<file path="config.mk">
export PLATFORM = sky130hd
export DESIGN_NAME = pts_ctrl
export DESIGN_NICKNAME = d
export VERILOG_FILES = /design/src/pts_pkg.sv /design/src/pts_ctrl.sv
export SDC_FILE = /design/constraint.sdc
export NUM_CORES = 1
export LEC_CHECK = 0
export BUFFER_PORTS_ARGS = -buffer_cell sky130_fd_sc_hd__buf_4
export CAP_MARGIN = 20
export CORE_AREA = 2 2 39 41
export DETAILED_ROUTE_END_ITERATION = 10
export DIE_AREA = 0 0 41 43
export PLACE_DENSITY = 0.53
export SETUP_SLACK_MARGIN = 0.2
export SYNTH_ARGS = -nofsm -noshare
export SYNTH_HDL_FRONTEND = slang
export SYNTH_SLANG_ARGS = --single-unit
</file>
<file path="constraint.sdc">
create_clock -name clk -period 1.1 [get_ports clk]
set_input_delay 0.22 -clock clk [delete_from_list [all_inputs] [get_ports clk]]
set_output_delay 0.22 -clock clk [all_outputs]
set_load 0.02 [all_outputs]
</file>
<file path="src/pts_pkg.sv">
// Package: shared types, constants and codes of the packet traffic statistics block.
`timescale 1ns / 1ps
`default_nettype none
package pts_pkg;
  localparam int PortEntries = 64;
  localparam int IdxW = $clog2(PortEntries);
  localparam int UsedW = IdxW + 1;
  localparam int HdrBytes = 58;
  localparam int HposW = 6;
  localparam int NumCounters = 14;

  localparam logic [1:0] FUNC_BYTE = 2'd0;
  localparam logic [1:0] FUNC_STAT = 2'd1;
  localparam logic [1:0] FUNC_UDP = 2'd2;
  localparam logic [1:0] FUNC_TCP = 2'd3;

  localparam logic [1:0] REG_DNS = 2'd0;
  localparam logic [1:0] REG_HTTP = 2'd1;
  localparam logic [1:0] REG_HTTPS = 2'd2;

  localparam logic [3:0] C_FRAMES = 4'd0;
  localparam logic [3:0] C_ARP_REQ = 4'd1;
  localparam logic [3:0] C_ARP_REP = 4'd2;
  localparam logic [3:0] C_IPV4 = 4'd3;
  localparam logic [3:0] C_ICMP_REP = 4'd4;
  localparam logic [3:0] C_ICMP_REQ = 4'd5;
  localparam logic [3:0] C_IPV6 = 4'd6;
  localparam logic [3:0] C_ICMP6_REP = 4'd7;
  localparam logic [3:0] C_ICMP6_REQ = 4'd8;
  localparam logic [3:0] C_UDP = 4'd9;
  localparam logic [3:0] C_TCP = 4'd10;
  localparam logic [3:0] C_HTTP = 4'd11;
  localparam logic [3:0] C_DNS = 4'd12;
  localparam logic [3:0] C_HTTPS = 4'd13;

  localparam logic [4:0] SEL_MIN = 5'd14;
  localparam logic [4:0] SEL_MAX = 5'd15;
  localparam logic [4:0] SEL_SUM = 5'd16;

  localparam logic [16:0] SizeReset = 17'd1518;

  // Commands from the controller to the datapath.
  typedef struct packed {
    logic store_byte;   // write the byte into the header store
    logic classify;     // evaluate the header and bump frame counters
    logic scan_start;   // start a port table search
    logic scan_step;    // compare one table entry
    logic port_sel;     // 0 source port, 1 destination port
    logic clear_hdr;    // clear the header store and position
    logic read_req;     // register a read result
  } pts_cmd_t;

  // Status from the datapath to the controller.
  typedef struct packed {
    logic has_ports;    // classified frame is UDP or TCP
    logic scan_done;    // search finished this cycle
  } pts_stat_t;
endpackage
`default_nettype wire

</file>
<file path="src/pts_ctrl.sv">
// Controller: sequences byte capture, frame classification and port table searches.
`timescale 1ns / 1ps
`default_nettype none
module pts_ctrl
  import pts_pkg::*;
(
  input  wire logic clk,
  input  wire logic rst,
  input  wire logic in_fire,
  input  wire logic [1:0] in_func,
  input  wire logic in_last,
  input  wire logic out_busy,
  input  wire pts_stat_t stat,
  output logic in_ready,
  output pts_cmd_t cmd
);
  typedef enum logic [3:0] {
    S_IDLE  = 4'b0001,
    S_CLASS = 4'b0010,
    S_SRC   = 4'b0100,
    S_DST   = 4'b1000
  } state_t;

  state_t state, state_next;
  logic started;

  // Items are taken only in idle and only while no result is pending in the output register.
  assign in_ready = (state == S_IDLE) && !out_busy;

  always_comb begin
    state_next = state;
    cmd = '0;
    case (state)
      S_IDLE: begin
        if (in_fire) begin
          if (in_func == FUNC_BYTE) begin
            cmd.store_byte = 1'b1;
            if (in_last) state_next = S_CLASS;
          end else begin
            cmd.read_req = 1'b1;
          end
        end
      end
      S_CLASS: begin
        cmd.classify = 1'b1;
        if (stat.has_ports) begin
          cmd.scan_start = 1'b1;
          state_next = S_SRC;
        end else begin
          cmd.clear_hdr = 1'b1;
          state_next = S_IDLE;
        end
      end
      S_SRC: begin
        cmd.scan_step = 1'b1;
        if (stat.scan_done) begin
          cmd.scan_start = 1'b1;
          state_next = S_DST;
        end
      end
      S_DST: begin
        cmd.scan_step = 1'b1;
        cmd.port_sel = 1'b1;
        if (stat.scan_done) begin
          cmd.clear_hdr = 1'b1;
          state_next = S_IDLE;
        end
      end
      default: state_next = S_IDLE;
    endcase
  end

  always_ff @(posedge clk) begin
    if (rst) begin
      state <= S_IDLE;
      started <= 1'b0;
    end else begin
      state <= state_next;
      started <= 1'b1;
    end
  end

  // A search never starts outside the classify or source steps.
  a_scan_start: assert property (@(posedge clk) disable iff (rst)
    cmd.scan_start |-> (state == S_CLASS || state == S_SRC))
    else $error("search started in wrong state");
  // Items are never taken while a frame is being finished.
  a_no_take: assert property (@(posedge clk) disable iff (rst)
    (state != S_IDLE) |-> !in_ready)
    else $error("ready while busy");
  // The last byte of a frame leads to the classify step.
  a_last: assert property (@(posedge clk) disable iff (rst)
    (started && in_fire && in_func == FUNC_BYTE && in_last) |=> (state == S_CLASS))
    else $error("last byte not followed by classify");
endmodule
`default_nettype wire

</file>
After elaboration in Yosys (flattened, before gate mapping)
Index checks and enable logic that the tools add are counted.
{"block": "word_totals", "reg_bits": 4, "output_inout_bits": 8, "elab_cells": 36}
{"block": "op_classes", "eq_ne": 9, "mux": 21, "reduce_logical": 5}
{"operator": "2-to-1 mux 4 bit", "count": 5}
{"operator": "case mux 4 bit (4 select lines)", "count": 1}
{"operator": "2-to-1 mux 1 bit", "count": 12}
{"operator": "inequality test 2 bit (second input constant)", "count": 4}
{"operator": "AND reduction 5 bit", "count": 1}
{"operator": "== test 4 x 1 -> 1 bit (second input constant)", "count": 1}
{"operator": "== test 4 x 2 -> 1 bit (second input constant)", "count": 1}
{"operator": "== test 4 x 3 -> 1 bit (second input constant)", "count": 1}
{"operator": "== test 4 bit (second input constant)", "count": 1}
{"operator": "case mux 1 bit (2 select lines)", "count": 2}
{"operator": "2-to-1 mux 3 bit", "count": 1}
{"operator": "logical NOT 2 bit", "count": 1}
{"operator": "inequality test 2 x 1 -> 1 bit (second input constant)", "count": 1}
{"operator": "OR reduction 2 bit", "count": 1}
{"operator": "logical AND 1 bit", "count": 1}
{"operator": "logical NOT 1 bit", "count": 1}

Logic depth before layout (Yosys ltp)
{"block": "depth", "ltp_word": 4, "mapped_depth": 4, "mapped_depth_nobuf": 3}

Worst setup path after synthesis
Ideal clock, no wire load.
{"block": "synth_path", "path_kind": "register -> output", "start": "register state[3]", "end": "output port cmd[2] (netlist bit)", "arrival_time_ns": 1.304, "required_ns": 0.880, "slack_ns": -0.424, "path_stages_with_launch": 4, "cell_sequence": "dfxtp_1 buf_2 inv_1 nor4_1"}
{"element": "start, declared", "line": "pts_ctrl.sv:24", "source": "state_t state, state_next;"}
{"element": "start signal, assigned", "line": "pts_ctrl.sv:78", "source": "state <= state_next;"}
{"element": "end, declared", "line": "pts_ctrl.sv:15", "source": "output pts_cmd_t cmd"}

==> metrics <==
status finished, violations left; failing checks setup timing; reg2reg path depth 6; I/O Buffers 16; worst clock skew 5.17 ps; core box area 1380 sq um; Pwr Total 0.456 mW; iteration-0 DRC count of the detailed router 4; Net Count, Synth 52; CTS clk-pin slew, worst paths 40 ps; Hold Path Stages 2; Reg with most FFs state; antenna violations before repair 0; Die Width 41 um; CP Class reg2out; vias in the first global route 422; Worst Hold Launch rst; Post-route DRC 0; I/O pin cnt 17; CTS buffer count 3; fin crit period 1500 ps; RePlAce Congestion 0.786; Power Density 569 nW/um^2; worst-path maximum fanout 3; Post-CTS Hold Buffers 0; GRT met2 Usage 19.1%; ant diodes 0; filler instances 123; biggest regs state: 4 flops; VDD IR max 0.000728 V; Crit path required time 880 ps; Die ar. 1760 sq um; Reg area 88.8 sq um; multi-input logic area 335 sq um; Final nets 88; maxcap violations 0; Crit Reg-Reg Startpoint state[2]$_SDFFE_PP0P_; fin area 802 sq um; capturing point of the worst reg2reg path state[0]$_SDFFE_PP1P_; drt first pass iters 3; WHS 181 ps; largest net degree at the start of global routing 8; slew of the pin with the lowest slew margin 246 ps; Cells after DPL 85; DRT Wirelength 1040 um; max-slew violation count 0; Global Route met1 Usage 16.8%; Arrival @ worst endpoint 1280 ps; Yosys reg bits 4; clock tree buffer depth 2; clk_lat worst skew 230 ps; CTS sink count 4; share of cells above drive strength 1 80.5%; routed len/inst 11.1 um; Starting Density 23.1%; Detail Placement HPWL 729 um; P&R area growth vs syn 151%; Netlist Area Pre-Place 319 sq um; Final Cycle Share 136%; pre-CTS setup slack -189 ps; R2R Setup Slk -240 ps; GRT busiest layer met2; final setup fails 11; first-pass GRT wire length 1590 um; Worst setup EP type primary output; final worst slack -396 ps; Static Leak 0.341 nW; Synth Area per Inst 7.42 sq um; CTS tree done; placed cell area 644 sq um; HP Class in2reg; synthesis warning total 0; root buf cell clkbuf_4; final hold violation count 0; fmax 668 MHz; H-tree depth 1; die height 43 um; met3 usage 6.81%; Final Core Density 58.0%; slew margin rel. 83.5%; Total GRT Usage 13.1%; hold endpoint state[1]$_SDFFE_PP0P_; Post-DRT Antenna Nets 0; register area share after synthesis 25.1%; RSZ-0062 raised after global routing true; GRT Residual Overflow 0; DR vias 434; post-route insts no fill 93; row count 14; synthesized instance count 43; Cell variety after synth 20; setup_tns -3080 ps; Startpoint Class flop; Vias/cell 4.67; Largest register FFs 4
how the worst max path moves through the flow:
stage                                      from     end  slack (ps)  depth (start not counted)
final                     state[3]$_SDFFE_PP0P_  cmd[6]        -400                          4
after global placement    state[3]$_SDFFE_PP0P_  cmd[6]        -180                          4
after global routing      state[3]$_SDFFE_PP0P_  cmd[6]        -470                          4
after CTS                 state[3]$_SDFFE_PP0P_  cmd[6]        -420                          4
after floorplan           state[1]$_SDFFE_PP0P_  cmd[6]        -170                          4
after detailed placement  state[1]$_SDFFE_PP0P_  cmd[6]        -190                          4
timing repair:
action	CTS	global route
resized for setup	15	9
endpoints found under the setup margin	12	12
setup buffers	3	2
pin swaps	4	2
gates cloned	0	0
cell usage after synthesis:
master / count / area share [%]
o311ai_1: 1 / 2.7
nor3_1: 5 / 7.8
inv_1: 3 / 3.5
a31oi_1: 1 / 2.0
nor4_1: 4 / 7.8
nand3_1: 3 / 4.7
nor2b_4: 1 / 4.3
nor4b_2: 1 / 4.7
buf_2: 2 / 3.1
nor3b_1: 1 / 2.4
buf_4: 1 / 2.4
nor2_1: 6 / 7.1
dfxtp_1: 4 / 25
o21ai_1: 1 / 1.6
xnor2_1: 1 / 2.7
nand2_1: 1 / 1.2
a221o_1: 1 / 3.1
buf_6: 1 / 3.5
and3b_1: 2 / 5.5
a21oi_1: 3 / 4.7
report_power, final:
part | total (mW) | internal (mW) | switching, mW
clock network | 0.175 | 0.122 | 0.0540
logic | 0.134 | 0.0725 | 0.0611
registers | 0.147 | 0.144 | 0.00297
kinds of logic (layout without fill, tap and decap cells):
group           after synthesis  in the layout  share of synthesized area, %
flops                         4              4                          25.1
simple gates                 24             24                          45.5
buf+inv                       7             41                          12.5
compound gates                7              7                          14.1
xor+xnor                      1              1                          2.75
worst max-delay path, stage by stage (launching register included):
cell and delay (ps):
dfxtp_2 340, nor4b_4 310, nand2_2 130, nor3_4 130, buf_6 130
area by class of cell:
cell class                      instances  share of cell area [%]
Multi-Input combinational cell         32                    41.8
Clock buffer                            3                    2.81
Tap cell                               16                    2.50
Timing Repair Buffer                   35                    40.4
Inverter                                3                    1.40
Sequential cell                         4                    11.1
layout by cell type, fill, tap and decap left out, drive strengths merged:
master / count
nand2: 1
inv: 3
nor2b: 1
nor4: 4
a221o: 1
dfxtp: 4
and3b: 2
a21oi: 3
o311ai: 1
nor3: 5
buf: 35
xnor2: 1
nor2: 6
a31oi: 1
nand3: 3
nor4b: 1
clkbuf: 3
nor3b: 1
o21ai: 1
metal layers:
layer,wire length [um],share of wire [%],vias up
met1,468,45,199
met2,508,49,9
met5,0,0,-
met4,0,0,0
met3,58,5.6,0
li1,-,-,226
Power figures use the tool's default switching activity.
